<file path="src/rtl/mcr_pkg.sv">
// Shared types and constants for the midpoint circle rasterizer.
package mcr_pkg;

    localparam int unsigned QUEUE_DEPTH = 2;

    typedef enum logic
    {
        REQ_START = 1'b0,
        REQ_STEP  = 1'b1
    } req_type_t;

    typedef struct packed
    {
        logic       req_type;
        logic [7:0] center_x;
        logic [7:0] center_y;
        logic [7:0] radius;
        logic [7:0] pixel_value;
        logic       fill_mode;
    } req_t;

    typedef struct packed
    {
        logic [7:0] point_x;
        logic [7:0] point_y;
        logic [7:0] point_value;
        logic       octet_last;
        logic       circle_done;
    } point_t;

    // One octet of work: center, the (a, b) pair, the pixel value and the end-of-circle mark.
    typedef struct packed
    {
        logic [7:0] cx;
        logic [7:0] cy;
        logic [7:0] a;
        logic [7:0] b;
        logic [7:0] value;
        logic       done;
    } job_t;

    typedef struct packed
    {
        logic full;
        logic empty;
    } queue_status_t;

endpackage

</file>
<file path="src/rtl/mcr_front.sv">
// Front end: takes transactions, keeps the midpoint stepping state, queues octet jobs.
module mcr_front
(
    input  logic          clk,
    input  logic          rst_n,
    input  logic          accept,
    input  mcr_pkg::req_t req,
    output logic          push,
    output mcr_pkg::job_t job
);
    import mcr_pkg::*;

    logic [7:0]        cx_reg, cx_next;
    logic [7:0]        cy_reg, cy_next;
    logic [7:0]        value_reg, value_next;
    logic              fill_reg, fill_next;
    logic [7:0]        x_reg, x_next;
    logic signed [8:0] y_reg, y_next;
    logic [7:0]        inner_reg, inner_next;
    logic signed [12:0] d_reg, d_next;
    logic              active_reg, active_next;

    logic signed [8:0]  diff;
    logic signed [12:0] diff_ext;
    logic signed [12:0] inc_neg;
    logic signed [12:0] inc_pos;
    logic [7:0]         b_sel;
    logic               finished;

    always_comb
    begin
        diff     = $signed({1'b0, x_reg}) - y_reg;
        diff_ext = {{4{diff[8]}}, diff};
        inc_neg  = $signed({3'b000, x_reg, 2'b00}) + 13'sd6;
        inc_pos  = $signed({diff_ext[10:0], 2'b00}) + 13'sd10;
        b_sel    = fill_reg ? inner_reg : y_reg[7:0];

        cx_next     = cx_reg;
        cy_next     = cy_reg;
        value_next  = value_reg;
        fill_next   = fill_reg;
        x_next      = x_reg;
        y_next      = y_reg;
        inner_next  = inner_reg;
        d_next      = d_reg;
        active_next = active_reg;
        finished    = 1'b0;
        push        = 1'b0;

        if (accept)
        begin
            if (req.req_type == REQ_START)
            begin
                cx_next     = req.center_x;
                cy_next     = req.center_y;
                value_next  = req.pixel_value;
                fill_next   = req.fill_mode;
                x_next      = '0;
                y_next      = $signed({1'b0, req.radius});
                inner_next  = '0;
                d_next      = 13'sd3 - $signed({4'b0000, req.radius, 1'b0});
                active_next = 1'b1;
            end
            else if (active_reg)
            begin
                push = 1'b1;
                if (fill_reg && (inner_reg < y_reg[7:0]))
                begin
                    inner_next = inner_reg + 8'd1;
                end
                else
                begin
                    if (d_reg < 0)
                    begin
                        d_next = d_reg + inc_neg;
                    end
                    else
                    begin
                        d_next = d_reg + inc_pos;
                        y_next = y_reg - 9'sd1;
                    end
                    x_next     = x_reg + 8'd1;
                    inner_next = x_next;
                    // y may reach -1 for radius zero, so compare signed
                    finished   = $signed({1'b0, x_next}) > y_next;
                    if (finished)
                    begin
                        active_next = 1'b0;
                    end
                end
            end
        end

        job.cx    = cx_reg;
        job.cy    = cy_reg;
        job.a     = x_reg;
        job.b     = b_sel;
        job.value = value_reg;
        job.done  = finished;
    end

    always_ff @(posedge clk or negedge rst_n)
    begin
        if (!rst_n)
        begin
            cx_reg     <= '0;
            cy_reg     <= '0;
            value_reg  <= '0;
            fill_reg   <= 1'b0;
            x_reg      <= '0;
            y_reg      <= '0;
            inner_reg  <= '0;
            d_reg      <= '0;
            active_reg <= 1'b0;
        end
        else
        begin
            cx_reg     <= cx_next;
            cy_reg     <= cy_next;
            value_reg  <= value_next;
            fill_reg   <= fill_next;
            x_reg      <= x_next;
            y_reg      <= y_next;
            inner_reg  <= inner_next;
            d_reg      <= d_next;
            active_reg <= active_next;
        end
    end

endmodule

</file>
<file path="src/rtl/mcr_queue.sv">
// Short job queue between the front end and the point emitter.
module mcr_queue
(
    input  logic                   clk,
    input  logic                   rst_n,
    input  logic                   push,
    input  mcr_pkg::job_t          push_job,
    input  logic                   pop,
    output mcr_pkg::job_t          head,
    output mcr_pkg::queue_status_t status
);
    import mcr_pkg::*;

    localparam int unsigned PW = (QUEUE_DEPTH > 1) ? $clog2(QUEUE_DEPTH) : 1;
    localparam int unsigned CW = $clog2(QUEUE_DEPTH + 1);

    job_t          entry_reg [QUEUE_DEPTH];
    logic [PW-1:0] wr_ptr_reg, wr_ptr_next;
    logic [PW-1:0] rd_ptr_reg, rd_ptr_next;
    logic [CW-1:0] count_reg, count_next;
    logic          do_push;
    logic          do_pop;

    always_comb
    begin
        status.full  = (count_reg == CW'(QUEUE_DEPTH));
        status.empty = (count_reg == '0);
        do_push      = push && !status.full;
        do_pop       = pop && !status.empty;
        head         = entry_reg[rd_ptr_reg];

        wr_ptr_next = wr_ptr_reg;
        rd_ptr_next = rd_ptr_reg;
        count_next  = count_reg;
        if (do_push)
        begin
            wr_ptr_next = (wr_ptr_reg == PW'(QUEUE_DEPTH - 1)) ? '0 : wr_ptr_reg + PW'(1);
        end
        if (do_pop)
        begin
            rd_ptr_next = (rd_ptr_reg == PW'(QUEUE_DEPTH - 1)) ? '0 : rd_ptr_reg + PW'(1);
        end
        if (do_push && !do_pop)
        begin
            count_next = count_reg + CW'(1);
        end
        else if (do_pop && !do_push)
        begin
            count_next = count_reg - CW'(1);
        end
    end

    always_ff @(posedge clk)
    begin
        if (do_push)
        begin
            entry_reg[wr_ptr_reg] <= push_job;
        end
    end

    always_ff @(posedge clk or negedge rst_n)
    begin
        if (!rst_n)
        begin
            wr_ptr_reg <= '0;
            rd_ptr_reg <= '0;
            count_reg  <= '0;
        end
        else
        begin
            wr_ptr_reg <= wr_ptr_next;
            rd_ptr_reg <= rd_ptr_next;
            count_reg  <= count_next;
        end
    end

endmodule

</file>
<file path="src/rtl/mcr_back.sv">
// Back end: expands each queued job into its eight symmetric points, one per cycle.
module mcr_back
#(
    parameter int unsigned COORD_BITS = 8
)
(
    input  logic                   clk,
    input  logic                   rst_n,
    input  mcr_pkg::job_t          head,
    input  mcr_pkg::queue_status_t status,
    output logic                   pop,
    output logic                   result_strobe,
    output mcr_pkg::point_t        result
);
    import mcr_pkg::*;

    localparam int unsigned OW = (COORD_BITS < 8) ? COORD_BITS : 8;

    typedef enum logic [1:0]
    {
        BK_IDLE = 2'b01,
        BK_EMIT = 2'b10
    } back_state_t;

    back_state_t state_reg, state_next;
    job_t        cur_reg, cur_next;
    logic [2:0]  idx_reg, idx_next;
    point_t      result_reg, result_next;
    logic        strobe_reg, strobe_next;

    logic [COORD_BITS-1:0] cx_w;
    logic [COORD_BITS-1:0] cy_w;
    logic [COORD_BITS-1:0] u_w;
    logic [COORD_BITS-1:0] v_w;
    logic [COORD_BITS-1:0] px_w;
    logic [COORD_BITS-1:0] py_w;

    always_comb
    begin
        // idx[2] swaps the pair, idx[0] negates the column term, idx[1] the row term
        cx_w = COORD_BITS'(cur_reg.cx);
        cy_w = COORD_BITS'(cur_reg.cy);
        u_w  = idx_reg[2] ? COORD_BITS'(cur_reg.b) : COORD_BITS'(cur_reg.a);
        v_w  = idx_reg[2] ? COORD_BITS'(cur_reg.a) : COORD_BITS'(cur_reg.b);
        px_w = idx_reg[0] ? (cx_w - u_w) : (cx_w + u_w);
        py_w = idx_reg[1] ? (cy_w - v_w) : (cy_w + v_w);

        state_next  = state_reg;
        cur_next    = cur_reg;
        idx_next    = idx_reg;
        result_next = result_reg;
        strobe_next = 1'b0;
        pop         = 1'b0;

        unique case (state_reg)
            BK_IDLE:
            begin
                if (!status.empty)
                begin
                    pop        = 1'b1;
                    cur_next   = head;
                    idx_next   = '0;
                    state_next = BK_EMIT;
                end
            end
            BK_EMIT:
            begin
                strobe_next             = 1'b1;
                result_next.point_x     = 8'(px_w[OW-1:0]);
                result_next.point_y     = 8'(py_w[OW-1:0]);
                result_next.point_value = cur_reg.value;
                result_next.octet_last  = (idx_reg == 3'd7);
                result_next.circle_done = (idx_reg == 3'd7) && cur_reg.done;
                idx_next                = idx_reg + 3'd1;
                if (idx_reg == 3'd7)
                begin
                    if (!status.empty)
                    begin
                        pop      = 1'b1;
                        cur_next = head;
                    end
                    else
                    begin
                        state_next = BK_IDLE;
                    end
                end
            end
            default:
            begin
                state_next = BK_IDLE;
            end
        endcase
    end

    always_ff @(posedge clk)
    begin
        cur_reg    <= cur_next;
        result_reg <= result_next;
    end

    always_ff @(posedge clk or negedge rst_n)
    begin
        if (!rst_n)
        begin
            state_reg  <= BK_IDLE;
            idx_reg    <= '0;
            strobe_reg <= 1'b0;
        end
        else
        begin
            state_reg  <= state_next;
            idx_reg    <= idx_next;
            strobe_reg <= strobe_next;
        end
    end

    assign result_strobe = strobe_reg;
    assign result        = result_reg;

endmodule

</file>
<file path="src/rtl/midpoint_circle_rasterizer_top.sv">
// Top level of the midpoint circle rasterizer: front end, job queue, point emitter.
//
// Input channel: a transaction is taken at a rising edge with start high and busy low.
// A start transaction (req_type = 0) loads center, radius, value and fill flag and
// gives no points. A step transaction (req_type = 1) gives eight points of the
// current octet, or nothing once the circle is finished or none was started.
// Output channel: each point is on result for exactly one cycle with result_strobe
// high; the receiver must take it then, there is no backpressure.
// A step's job passes the queue entry, the emitter's job register and the result
// register. Throughput: the emitter sends one point a cycle, eight points per step;
// queued steps follow each other with no gap. The front end updates the stepping
// state in the cycle it takes a step and parks the job in a two-entry queue; busy
// is high while that queue is full. Start transactions are taken whenever busy is
// low and do not disturb octets already queued.
// Reset clears all control state: no circle active, queue empty, no strobe.
module midpoint_circle_rasterizer_top
#(
    parameter int unsigned COORD_BITS = 8
)
(
    input  logic            clk,
    input  logic            rst_n,
    input  logic            start,
    output logic            busy,
    input  mcr_pkg::req_t   req,
    output logic            result_strobe,
    output mcr_pkg::point_t result
);
    import mcr_pkg::*;

    logic          accept;
    logic          push;
    logic          pop;
    job_t          push_job;
    job_t          head;
    queue_status_t status;

    assign busy   = status.full;
    assign accept = start && !status.full;

    mcr_front u_front
    (
        .clk    (clk),
        .rst_n  (rst_n),
        .accept (accept),
        .req    (req),
        .push   (push),
        .job    (push_job)
    );

    mcr_queue u_queue
    (
        .clk      (clk),
        .rst_n    (rst_n),
        .push     (push),
        .push_job (push_job),
        .pop      (pop),
        .head     (head),
        .status   (status)
    );

    mcr_back
    #(
        .COORD_BITS (COORD_BITS)
    )
    u_back
    (
        .clk           (clk),
        .rst_n         (rst_n),
        .head          (head),
        .status        (status),
        .pop           (pop),
        .result_strobe (result_strobe),
        .result        (result)
    );

endmodule

</file>
<file path="config.mk">
export PLATFORM = sky130hd
export DESIGN_NAME = midpoint_circle_rasterizer_top
export DESIGN_NICKNAME = d
export VERILOG_FILES = /design/src/rtl/mcr_pkg.sv /design/src/rtl/mcr_front.sv /design/src/rtl/mcr_queue.sv /design/src/rtl/mcr_back.sv /design/src/rtl/midpoint_circle_rasterizer_top.sv
export SDC_FILE = /design/constraint.sdc
export NUM_CORES = 1
export LEC_CHECK = 0
export ABC_AREA = 1
export BUFFER_PORTS_ARGS = -buffer_cell sky130_fd_sc_hd__clkbuf_2
export CAP_MARGIN = 20
export CORE_ASPECT_RATIO = 1.2
export CORE_MARGIN = 3
export CORE_UTILIZATION = 60
export CTS_CLUSTER_DIAMETER = 50
export DETAILED_ROUTE_END_ITERATION = 10
export PLACE_DENSITY = 0.78
export SLEW_MARGIN = 10
export SYNTH_ARGS = -nofsm -noshare
export SYNTH_HDL_FRONTEND = slang
export SYNTH_SLANG_ARGS = --single-unit
</file>
<file path="constraint.sdc">
create_clock -name clk -period 6.8 [get_ports clk]
set_clock_uncertainty 0.05 [all_clocks]
set_input_delay 0.34 -clock clk [delete_from_list [all_inputs] [get_ports clk]]
set_output_delay 0.34 -clock clk [all_outputs]
set_load 0.005 [all_outputs]
</file>
==> flow_metrics.tcl <==
set metrics [dict create \
    cp_max_fo 6 \
    crit_arrival_ns 4.15 \
    status "finished, final reports clean" \
    final_common_cell "nand2_1" \
    port_buffers 64 \
    area_growth_pct 12.38 \
    cts_max_path_buffers 3 \
    drv_cap 0 \
    synth_ff_type "edfxtp_1" \
    grt_pass1_wl_mm 44.13 \
    ios 65 \
    slowest_delay_ns 0.38 \
    place_hpwl_mm 18.88 \
    cts_tree "built" \
    critPathRequiredTime_ns 7.14 \
    post-cts-setup-buffers 0 \
    syn-instance-count 1280 \
    final_cell_mix "424 x nand2_1, 149 x edfxtp_1, 143 x inv_1, 78 x o21ai_0, 77 x ha_1" \
    cp_common_cell "nand2_1" \
    grt_pass1_vias 8733 \
    numCtsBuffers 24 \
    worst_pin_slew_ns 1.033 \
    die-area_um2 21300 \
    numClockSinks 222 \
    ys_ff_latch 222 \
    fin_setup_tns_ns 0 \
    synth_nets 1399 \
    drive_gt1_share_pct 9.282 \
    cts_root_buf "clkbuf_16" \
    yosys_warnings 0 \
    clock_latency_ns 0.51 \
    clk_pin_slew_worst_paths_ns 0.06 \
    dieWidth_um 133.7 \
    crit_slowest_cell "dfrtp_1" \
    wl_per_cell_um 16.65 \
    period_needed_ns 3.808 \
    fp.dieH_um 159.3 \
    start_util_pct 61.63 \
    core_um2 19060 \
    maxSlewViolCount 0 \
    async_flop_share_pct 32.88 \
    wl_mm 27.23 \
    fmax_mhz 262.6 \
    largest_register_ffs 82 \
    drt_iter0_drc 642 \
    critPathBufInv 2 \
    slew_headroom_pct 31.15 \
    overflow 0 \
    drc 0 \
    setup_viol 0 \
    first_pass_iters 5 \
    critPathCaptureType "flop" \
    synth_edf_count 149 \
    grtUsageTotal_pct 25.79 \
    cp_top_family "simple AND/OR/NAND/NOR gates" \
    hp-class "in2reg" \
    ys_types 43 \
    antenna_found_initial 0 \
    start_kind "flop" \
    postSynthAreaPerCell_um2 9.179 \
    rows 55 \
    via_per_inst 5.390 \
    drtAntennaViolNets 0 \
    vias 8813 \
    hold_viol 0 \
    r2r_slack_ns 2.99 \
    crit_type "reg2reg" \
    rsz0062_at_grt "false" \
    post_cts_resize_count 0 \
    ys_seq_area_share_pct 53.64 \
    htree_levels 1 \
    synthesis.area_um2 11750 \
    finalCritPeriodShare_pct 56.00 \
    nets 1480 \
    antenna_cells 0 \
    gp_congestion 0.9205 \
    grt_max_degree 74 \
]
==> timing repair <==
action                     in CTS  in global routing
setup endpoints to repair       0                  0
hold buffers                   17                  0
hold endpoints to repair       67                  0
==> stage by stage <==
step                std cells  hold WS [ns]  util (%)  cell area (um2)  setup slack, ns
finish                   1635      0.006437     69.26            13200            2.992
global route             1635      0.002600     69.26            13200            2.622
CTS                      1635       0.01330     69.26            13200            3.031
detailed placement       1574        0.3552     64.55            12300            3.022
global placement         1574        0.3533     64.55            12300            3.254
floorplan                1280     -0.005591         -            11750            3.551
==> worst register-to-register path, stage by stage (launching register included) <==
cell	delay [ns]
dfrtp_1	0.38
inv_1	0.17
ha_1	0.32
a21oi_1	0.13
o21ai_0	0.15
nand2_1	0.09
nand2_1	0.05
a21oi_1	0.17
o21ai_0	0.12
a21oi_1	0.17
inv_1	0.07
nand2_1	0.06
nand2_1	0.05
ha_1	0.27
ha_1	0.38
nand2_1	0.09
nor2_1	0.16
nand3_1	0.13
nand3_1	0.10
nand2_1	0.06
nand2_1	0.05
nand2_1	0.05
nand3_1	0.06
nand2_1	0.05
nand2_1	0.06
nand2_1	0.07
nand2_1	0.08
nand2_1	0.07
==> final timing paths <==
path / end / depth (start not counted) / startpoint
worst max-delay path: u_front.d_reg[12]$_DFFE_PN0P_ / 27 / u_front.y_reg[2]$_DFFE_PN0P_
worst min register to register: u_back.result[5]$_DFFE_PP_ / 0 / u_back.cur_reg[4]$_DFFE_PP_
max in group asynchronous: u_queue.rd_ptr_reg$_DFFE_PN0P_ / 2 / rst_n
worst max register to register: u_front.d_reg[12]$_DFFE_PN0P_ / 27 / u_front.y_reg[2]$_DFFE_PN0P_
worst min-delay path: u_front.cx_reg[6]$_DFFE_PN0P_ / 3 / req[31]
min in group asynchronous: u_back.result_strobe$_DFF_PN0_ / 2 / rst_n
==> cell usage after synthesis, types with 5 or more instances <==
library cell | instances | area share [%]
edfxtp_1 | 149 | 38
clkbuf_1 | 20 | 0.64
dfrtp_1 | 72 | 15
buf_2 | 6 | 0.26
o21ai_1 | 25 | 1.1
ha_1 | 77 | 8.2
xor2_1 | 43 | 3.2
nand2_1 | 424 | 14
inv_2 | 6 | 0.19
fa_1 | 5 | 0.85
nand3_1 | 52 | 2.2
nand4_1 | 7 | 0.37
nor2_1 | 64 | 2.0
o21ai_0 | 78 | 3.3
xnor2_1 | 11 | 0.82
inv_1 | 143 | 4.6
a21oi_1 | 50 | 2.1
==> layer usage <==
metal  track usage (%)  part of all wire (%)  vias up
met2             46.55                    52      246
met3             2.781                   3.8       61
met5                 0                     0        -
met1             31.85                    40     4147
met4             9.588                   3.9        0
li1                  -                     -     4359
==> cells by family after synthesis <==
logic type,Yosys count,share of synthesized area (%)
fa+ha+maj,82,9.052
xor+xnor,54,4.026
compound gates,172,7.753
flops,222,53.64
mux,1,0.08520
buf+inv,181,6.006
simple gates,568,19.44
==> final cells by class <==
| type | instances | area [um2] |
|---|---|---|
| Clock inverter | 8 | 62.56 |
| Fill cell | 1463 | 5859 |
| Clock buffer | 36 | 665.6 |
| Multi-Input combinational cell | 877 | 4757 |
| Timing Repair Buffer | 86 | 530.5 |
| Sequential cell | 222 | 6304 |
| Inverter | 150 | 563.0 |
| Tap cell | 256 | 320.3 |
Power is left out: the tool's default activity adds up to more than one toggle a clock period on the data nets, which glitch-free logic cannot reach.
